<file path="config.mk">
export PLATFORM = sky130hd
export DESIGN_NAME = fir_lowpass_block_filter_unit
export DESIGN_NICKNAME = d
export VERILOG_FILES = /design/src/flbf_pkg.sv /design/src/flbf_hist_ram.sv /design/src/fir_lowpass_block_filter_unit.sv
export SDC_FILE = /design/constraint.sdc
export NUM_CORES = 2
export LEC_CHECK = 0
export BUFFER_PORTS_ARGS = -buffer_cell sky130_fd_sc_hd__buf_2
export CAP_MARGIN = 25
export CORE_MARGIN = 2
export CORE_UTILIZATION = 62
export DETAILED_ROUTE_END_ITERATION = 16
export PLACE_DENSITY_LB_ADDON = 0.15
export SYNTH_ARGS = -nofsm -noshare
export SYNTH_HDL_FRONTEND = slang
export SYNTH_SLANG_ARGS = --single-unit
</file>
<file path="constraint.sdc">
create_clock -name i_clk -period 8.5 [get_ports i_clk]
set_input_delay 0.425 -clock i_clk [delete_from_list [all_inputs] [get_ports i_clk]]
set_output_delay 0.425 -clock i_clk [all_outputs]
set_load 0.005 [all_outputs]
</file>
<file path="src/flbf_pkg.sv">
// Shared types, widths and the Q1.15 coefficient ROM of the low-pass FIR block.
// No dependencies; used by flbf_hist_ram and fir_lowpass_block_filter_unit.
package flbf_pkg;

    localparam int SAMPLE_W = 12;
    localparam int CFG_W    = 9;
    localparam int COEF_W   = 16;
    localparam int OUT_W    = 14;
    localparam int ACC_W    = 34;
    localparam int PROD_W   = COEF_W + SAMPLE_W + 1;
    localparam int ROM_SIZE = 128;
    localparam int ROM_AW   = 7;

    localparam logic [CFG_W-1:0] CFG_RESET = 9'd256;
    localparam logic signed [ACC_W-1:0] ROUND_HALF = 34'sd16384;
    localparam int FRAC_BITS = 15;
    localparam logic signed [OUT_W-1:0] OUT_MAX = 14'sd8191;
    localparam logic signed [OUT_W-1:0] OUT_MIN = -14'sd8192;

    typedef logic [SAMPLE_W-1:0] t_sample;
    typedef logic signed [COEF_W-1:0] t_coef;

    localparam t_coef COEF_ROM [ROM_SIZE] = '{
        16'sd5, 16'sd10, 16'sd15, 16'sd19, 16'sd22, 16'sd23, 16'sd22, 16'sd18,
        16'sd11, 16'sd0, -16'sd14, -16'sd31, -16'sd48, -16'sd63, -16'sd75,
        -16'sd81, -16'sd77, -16'sd63, -16'sd37, 16'sd0, 16'sd45, 16'sd96,
        16'sd145, 16'sd189, 16'sd219, 16'sd229, 16'sd214, 16'sd171, 16'sd98,
        16'sd0, -16'sd118, -16'sd247, -16'sd373, -16'sd481, -16'sd557,
        -16'sd584, -16'sd550, -16'sd444, -16'sd260, 16'sd0, 16'sd331,
        16'sd719, 16'sd1148, 16'sd1594, 16'sd2032, 16'sd2437, 16'sd2782,
        16'sd3046, 16'sd3212, 16'sd3269, 16'sd3212, 16'sd3046, 16'sd2782,
        16'sd2437, 16'sd2032, 16'sd1594, 16'sd1148, 16'sd719, 16'sd331,
        16'sd0, -16'sd260, -16'sd444, -16'sd550, -16'sd584, -16'sd557,
        -16'sd481, -16'sd373, -16'sd247, -16'sd118, 16'sd0, 16'sd98,
        16'sd171, 16'sd214, 16'sd229, 16'sd219, 16'sd189, 16'sd145, 16'sd96,
        16'sd45, 16'sd0, -16'sd37, -16'sd63, -16'sd77, -16'sd81, -16'sd75,
        -16'sd63, -16'sd48, -16'sd31, -16'sd14, 16'sd0, 16'sd11, 16'sd18,
        16'sd22, 16'sd23, 16'sd22, 16'sd19, 16'sd15, 16'sd10, 16'sd5,
        16'sd0, 16'sd0, 16'sd0, 16'sd0, 16'sd0, 16'sd0, 16'sd0, 16'sd0,
        16'sd0, 16'sd0, 16'sd0, 16'sd0, 16'sd0, 16'sd0, 16'sd0, 16'sd0,
        16'sd0, 16'sd0, 16'sd0, 16'sd0, 16'sd0, 16'sd0, 16'sd0, 16'sd0,
        16'sd0, 16'sd0, 16'sd0, 16'sd0, 16'sd0
    };

    function automatic t_coef coef_at(input logic [ROM_AW-1:0] idx);
        return COEF_ROM[idx];
    endfunction

endpackage

</file>
<file path="src/flbf_hist_ram.sv">
// Sample history RAM: one write port, one read port with registered read data.
// Depends on flbf_pkg.
module flbf_hist_ram #(
    parameter int AW = 7
) (
    input  logic                 i_clk,
    input  logic                 i_wr_en,
    input  logic [AW-1:0]        i_wr_addr,
    input  flbf_pkg::t_sample    i_wr_data,
    input  logic                 i_rd_en,
    input  logic [AW-1:0]        i_rd_addr,
    output flbf_pkg::t_sample    o_rd_data
);

    flbf_pkg::t_sample mem [2**AW];
    flbf_pkg::t_sample r_rd_data;

    always_ff @(posedge i_clk) begin
        if (i_wr_en) begin
            mem[i_wr_addr] <= i_wr_data;
        end
        if (i_rd_en) begin
            r_rd_data <= mem[i_rd_addr];
        end
    end

    assign o_rd_data = r_rd_data;

endmodule

</file>
<file path="src/fir_lowpass_block_filter_unit.sv">
// Frame-based low-pass FIR filter, direct form, one shared multiply-accumulate.
// Depends on flbf_pkg and flbf_hist_ram.
//
// Usage:
//   Input beat (i_in_valid/o_in_ready, i_sample): one unsigned 12-bit sample.
//   Output beat (o_out_valid/i_out_ready): o_filtered, rounded and saturated
//   14-bit signed sum of taps; o_block_end marks the last sample of a frame.
//   Config beat (i_cfg_valid/o_cfg_ready, i_cfg_data): frame length, to be
//   written only while idle (the block does not enforce it); 0 acts as 1,
//   values above MAX_BLOCK act as MAX_BLOCK. Samples live in a circular
//   history RAM; taps older than the start of the current frame read as zero,
//   so no clearing pass is ever needed. The single multiplier steps one tap
//   per cycle through the RAM read port, followed by pipeline fill and a
//   round/saturate step before the output is valid. One sample at a time;
//   the next sample is taken while a finished result waits at the output.
//   Reset: frame length 256, frame position 0, no result pending.
//   A stalled receiver holds the result; the block then finishes the next
//   sample and waits before rounding until the output register frees up.
module fir_lowpass_block_filter_unit #(
    parameter int TAPS      = 99,
    parameter int MAX_BLOCK = 256
) (
    input  logic                              i_clk,
    input  logic                              i_rst_n,
    input  logic                              i_in_valid,
    output logic                              o_in_ready,
    input  logic [flbf_pkg::SAMPLE_W-1:0]     i_sample,
    output logic                              o_out_valid,
    input  logic                              i_out_ready,
    output logic signed [flbf_pkg::OUT_W-1:0] o_filtered,
    output logic                              o_block_end,
    input  logic                              i_cfg_valid,
    output logic                              o_cfg_ready,
    input  logic [flbf_pkg::CFG_W-1:0]        i_cfg_data
);

    localparam int AW  = (TAPS > 1) ? $clog2(TAPS) : 1;
    localparam int PW  = flbf_pkg::CFG_W;
    localparam int CAP = (MAX_BLOCK < 511) ? MAX_BLOCK : 511;
    localparam logic [PW-1:0] CAP_L = PW'(CAP);
    localparam logic [AW-1:0] LAST_TAP = AW'(TAPS - 1);

    typedef enum logic [1:0] {S_IDLE, S_RUN, S_DRAIN, S_DONE} t_state;

    t_state                                r_state;
    logic [PW-1:0]                         r_cfg;
    logic [PW-1:0]                         r_pos;
    logic [AW-1:0]                         r_wp;
    logic [AW-1:0]                         r_issue;
    flbf_pkg::t_sample                     r_x;
    logic                                  r_out_vld;
    logic signed [flbf_pkg::OUT_W-1:0]     r_filtered;
    logic                                  r_block_end;

    logic                                  r_s1_vld;
    logic                                  r_s1_last;
    logic                                  r_s1_live;
    logic [AW-1:0]                         r_s1_tap;
    logic                                  r_s2_vld;
    logic                                  r_s2_last;
    logic signed [flbf_pkg::PROD_W-1:0]    r_prod;
    logic signed [flbf_pkg::ACC_W-1:0]     r_acc;

    logic                                  in_fire;
    logic                                  issuing;
    logic [AW-1:0]                         rd_addr;
    flbf_pkg::t_sample                     rd_data;
    logic [AW-1:0]                         issue_m1;
    logic                                  issue_live;
    flbf_pkg::t_sample                     operand;
    logic [PW-1:0]                         frame_len;
    logic [PW-1:0]                         n_pos;
    logic signed [flbf_pkg::ACC_W-1:0]     rounded;
    logic signed [flbf_pkg::ACC_W-1:0]     shifted;
    logic signed [flbf_pkg::OUT_W-1:0]     sat;
    logic                                  out_free;

    assign in_fire     = i_in_valid && o_in_ready;
    assign o_in_ready  = (r_state == S_IDLE);
    assign o_cfg_ready = 1'b1;
    assign issuing     = (r_state == S_RUN);
    assign issue_m1    = r_issue - 1'b1;
    assign rd_addr     = r_wp - r_issue - 1'b1;
    assign issue_live  = (r_issue == '0) || (PW'(issue_m1) < r_pos);

    flbf_hist_ram #(.AW(AW)) u_hist (
        .i_clk     (i_clk),
        .i_wr_en   (in_fire),
        .i_wr_addr (r_wp),
        .i_wr_data (i_sample),
        .i_rd_en   (issuing),
        .i_rd_addr (rd_addr),
        .o_rd_data (rd_data)
    );

    // tap pipeline: issue/read, multiply, accumulate
    always_comb begin
        if (r_s1_tap == '0) begin
            operand = r_x;
        end else if (r_s1_live) begin
            operand = rd_data;
        end else begin
            operand = '0;
        end
    end

    always_ff @(posedge i_clk) begin
        if (!i_rst_n) begin
            r_s1_vld <= 1'b0;
            r_s2_vld <= 1'b0;
        end else begin
            r_s1_vld <= issuing;
            r_s2_vld <= r_s1_vld;
        end
        r_s1_tap  <= r_issue;
        r_s1_last <= (r_issue == LAST_TAP);
        r_s1_live <= issue_live;
        r_s2_last <= r_s1_last;
        r_prod    <= flbf_pkg::PROD_W'(flbf_pkg::coef_at(flbf_pkg::ROM_AW'(r_s1_tap)))
                     * flbf_pkg::PROD_W'($signed({1'b0, operand}));
        if (in_fire) begin
            r_acc <= '0;
        end else if (r_s2_vld) begin
            r_acc <= r_acc + flbf_pkg::ACC_W'(r_prod);
        end
    end

    // round half up, floor shift, saturate
    always_comb begin
        rounded = r_acc + flbf_pkg::ROUND_HALF;
        shifted = rounded >>> flbf_pkg::FRAC_BITS;
        if (shifted > flbf_pkg::ACC_W'(flbf_pkg::OUT_MAX)) begin
            sat = flbf_pkg::OUT_MAX;
        end else if (shifted < flbf_pkg::ACC_W'(flbf_pkg::OUT_MIN)) begin
            sat = flbf_pkg::OUT_MIN;
        end else begin
            sat = shifted[flbf_pkg::OUT_W-1:0];
        end
    end

    always_comb begin
        if (r_cfg == '0) begin
            frame_len = PW'(1);
        end else if (r_cfg > CAP_L) begin
            frame_len = CAP_L;
        end else begin
            frame_len = r_cfg;
        end
    end

    assign n_pos    = r_pos + 1'b1;
    assign out_free = !r_out_vld || i_out_ready;

    always_ff @(posedge i_clk) begin
        if (!i_rst_n) begin
            r_state   <= S_IDLE;
            r_cfg     <= flbf_pkg::CFG_RESET;
            r_pos     <= '0;
            r_wp      <= '0;
            r_issue   <= '0;
            r_out_vld <= 1'b0;
        end else begin
            if (i_cfg_valid && o_cfg_ready) begin
                r_cfg <= i_cfg_data;
            end
            if (r_out_vld && i_out_ready && (r_state != S_DONE)) begin
                r_out_vld <= 1'b0;
            end
            case (r_state)
                S_IDLE: begin
                    if (in_fire) begin
                        r_x     <= i_sample;
                        r_wp    <= r_wp + 1'b1;
                        r_issue <= '0;
                        r_state <= S_RUN;
                    end
                end
                S_RUN: begin
                    r_issue <= r_issue + 1'b1;
                    if (r_issue == LAST_TAP) begin
                        r_state <= S_DRAIN;
                    end
                end
                S_DRAIN: begin
                    if (r_s2_vld && r_s2_last) begin
                        r_state <= S_DONE;
                    end
                end
                S_DONE: begin
                    if (out_free) begin
                        r_out_vld  <= 1'b1;
                        r_filtered <= sat;
                        if (n_pos >= frame_len) begin
                            r_block_end <= 1'b1;
                            r_pos       <= '0;
                        end else begin
                            r_block_end <= 1'b0;
                            r_pos       <= n_pos;
                        end
                        r_state <= S_IDLE;
                    end
                end
                default: begin
                    r_state <= S_IDLE;
                end
            endcase
        end
    end

    assign o_out_valid = r_out_vld;
    assign o_filtered  = r_filtered;
    assign o_block_end = r_block_end;

endmodule

</file>
==> flow_metrics.py <==
metrics = {
    "sta": {
        "fmaxAchievable_ghz": 0.127,
        "holdWs_ps": 61.5,
        "tns_ps": 0,
        "period_minus_slack_ps": 7880,
        "clock_skew_ps": 33.1,
        "setup_viol": 0,
        "worst_pin_slew_ps": 1250,
        "rsz0062_at_grt": "false",
        "final_max_slew_viol_count": 0,
        "hold_viol_final": 0,
        "period_share": 0.927,
        "maxSlewHeadroom": 0.147,
    },
    "worst_setup_path": {
        "startpoint": "r_s1_tap[0]",
        "criticalPathCategory": "flop to flop",
        "cp-start-kind": "flop",
        "cp_max_fo": 13,
        "worstPathArrival_ps": 8600,
        "reg2reg_from": "r_s1_tap[0]",
        "cp_data_required_time_ps": 9220,
        "crit_path_max_incr_delay_ps": 670,
        "crit_path_top_delay_cell": "o22ai_1",
        "cp-end-kind": "flop",
    },
    "logic_synthesis": {
        "syn-num-nets": 4617,
        "ys_seq_area_frac": 0.661,
        "async_flop_share": 0,
        "yosysUniqueCellTypes": 71,
        "yosys_register_bits": 1685,
        "ys_warn_count": 0,
        "synthFlopType": "edfxtp_1",
        "synth_edf_count": 1575,
        "syn_area_mm2": 0.0748,
        "avgSynthCellArea_um2": 17.4,
        "syn-instance-count": 4290,
    },
    "drt": {
        "drt_iter0_drc": 4671,
        "wl_mm": 173,
        "via_per_inst": 6.41,
        "route.detailed.drc": 0,
        "drt_pre_antenna_iters": 5,
        "ant_nets": 0,
        "post_drt_wl_per_cell_um": 27.7,
        "dr_total_vias": 40036,
    },
    "pwr": {
        "vdd_drop_max_v": 0.000389,
        "leakage_nw": 28.8,
        "power.density_mw_per_mm2": 323,
    },
    "cts": {
        "cts_tree": "done",
        "clockBufferDepth": 3,
        "htreeDepth": 4,
        "cts_root_buffer": "clkbuf_16",
        "numCtsBuffers": 167,
        "clk_pin_slew_worst_paths_ps": 60,
        "clock_latency_ps": 810,
        "cts.sinks": 1685,
    },
    "floorplanning": {
        "dieArea_mm2": 0.124,
        "placementRows": 127,
        "io_pins": 44,
        "core_mm2": 0.120,
        "die_h_um": 351,
        "die_w_um": 351,
        "initial_core_util": 0.625,
    },
    "placement": {
        "gp_congestion": 0.890,
        "hpwlAfterDp_mm": 107,
        "io_buffers": 42,
    },
    "min_path": {
        "worstHoldStart": "i_out_ready",
        "hp-class": "input port to flop",
    },
    "global_routing": {
        "grt_usage": 0.290,
        "grt.overflow.total": 0,
        "grt_pass1_wl_mm": 259,
        "grt_max_degree": 101,
        "antenna_found_initial": 1,
        "grt_pass1_vias": 39808,
    },
    "finish": {
        "diodes": 0,
        "fill_cells": 7656,
        "fin_nets": 4825,
        "drive_above_1_share": 0.220,
        "area_growth_pct": 11.8,
    },
    "outcome": {
        "status": "completed",
    },
    "run": {
        "max_cap_violations": 0,
    },
}
cell families after synthesis:
kind of cell,count (synthesis),share of synthesized area
AO/OA/AOI/OAI,430,0.0368
XOR/XNOR,81,0.00948
buffers and inverters,474,0.0257
adder cells (fa/ha/maj),301,0.0660
AND/OR/NAND/NOR,771,0.0467
other,1,0.0000501
multiplexers,547,0.154
flip-flops,1685,0.661
sequential cells by signal, summed over array words and instances, names as in the netlist, 2 cells and up:
name	count
u_hist.mem	1536
r_acc	34
r_prod	29
o_filtered	14
r_x	12
u_hist.o_rd_data	12
r_cfg	9
r_pos	9
r_issue	7
r_s1_tap	7
r_wp	7
r_state	2
layout make-up:
cell class	instances	area (um2)	share of cell area
repair buffers	256	2130	0.0255
multi-input cells	2131	23500	0.281
well taps	1612	2020	0.0241
inverters	257	965	0.0115
flip-flops and latches	1685	49500	0.592
clock buffers	195	4410	0.0527
clock inverters	112	1110	0.0133
worst max-delay path: cells and delay by family (launching register included):
family / cells / cell delay [ps]
adders and majority gates: 7 / 3260
AOI/OAI and AO/OA: 13 / 2810
buffers and inverters: 5 / 660
DFF: 1 / 590
and+or+nand+nor: 3 / 380
xor gates and xnor gates: 1 / 130
Yosys cell counts (6+ instances only):
cell | n | area, um2
or3_1 | 9 | 56.3
and3_1 | 20 | 125
a311oi_1 | 7 | 61.3
o211ai_1 | 15 | 113
o21ai_0 | 96 | 480
nor2_1 | 315 | 1180
o21a_1 | 15 | 113
ha_1 | 145 | 1810
a21o_1 | 33 | 248
xor2_1 | 29 | 254
mux2i_1 | 52 | 521
a211oi_1 | 27 | 203
inv_1 | 254 | 953
buf_1 | 14 | 52.6
nor4_1 | 7 | 43.8
nand2b_1 | 36 | 225
nor3_1 | 23 | 115
a221oi_1 | 17 | 149
nand4_1 | 11 | 68.8
nand2_1 | 194 | 728
dfxtp_1 | 110 | 2200
nand3b_1 | 6 | 45.0
o21bai_1 | 6 | 45.0
nor2b_1 | 56 | 350
clkbuf_1 | 130 | 488
buf_4 | 7 | 52.6
a31oi_1 | 16 | 100
buf_2 | 59 | 295
or2_2 | 11 | 68.8
mux2_2 | 13 | 146
fa_1 | 156 | 3120
a21boi_0 | 12 | 90.1
a21oi_1 | 123 | 616
mux4_2 | 482 | 10900
edfxtp_1 | 1575 | 47300
nand3_1 | 53 | 265
and2_1 | 18 | 113
a2111oi_0 | 15 | 131
xnor2_1 | 52 | 455
per-layer routing:
metal,global-route usage,up-vias,part of all wire,wire [um]
li1,-,17114,-,-
met1,0.422,20852,0.41,71600
met2,0.454,1779,0.48,83100
met3,0.0530,289,0.077,13300
met4,0.0917,2,0.030,5290
met5,0,-,0.000063,11
worst paths after layout:
path / endpoint / cells after the start / slack (ps)
max: r_prod[27] / 29 / 620
min: o_out_valid / 3 / 60
max reg2reg: r_prod[27] / 29 / 620
min reg2reg: r_s2_last / 0 / 330
power by group:
part	switching, mW	total [mW]	internal (mW)
Combinational	5.54	10.2	4.67
Sequential	0.109	9.42	9.31
Clock	3.10	7.39	4.29
cells in the final DEF (no fill, tap or decap), types with 53 or more instances in the layout:
cell	synthesis	layout
o21ai_0	96	96
a21oi_1	123	123
edfxtp_1	1575	1575
inv_1	254	254
ha_1	145	144
buf_4	7	165
mux4_2	482	482
fa_1	156	155
nor2_1	315	307
dfxtp_1	110	108
clkbuf_16	0	172
nor2b_1	56	56
nand3_1	53	53
nand2_1	194	194
metrics by stage:
stage / util / power (mW) / instance area, um2 / setup WS [ps] / instances
floorplan: - / 16.7 / 74800 / 983 / 4290
global route: 0.698 / 28.2 / 83700 / 12.5 / 6248
global placement: 0.646 / 19.7 / 77300 / 780 / 5865
CTS: 0.697 / 27.2 / 83500 / 672 / 6241
detailed placement: 0.650 / 19.8 / 77900 / 685 / 5925
finish: 0.698 / 27.0 / 83700 / 623 / 6248
timing repair:
| item | in CTS | in global routing |
|---|---|---|
| hold buffers | 9 | 0 |
| hold endpoints to repair | 9 | 0 |
| setup buffers | 0 | 0 |
| resized for setup | 0 | 0 |
Note: power is estimated with default switching activity, not from simulation.
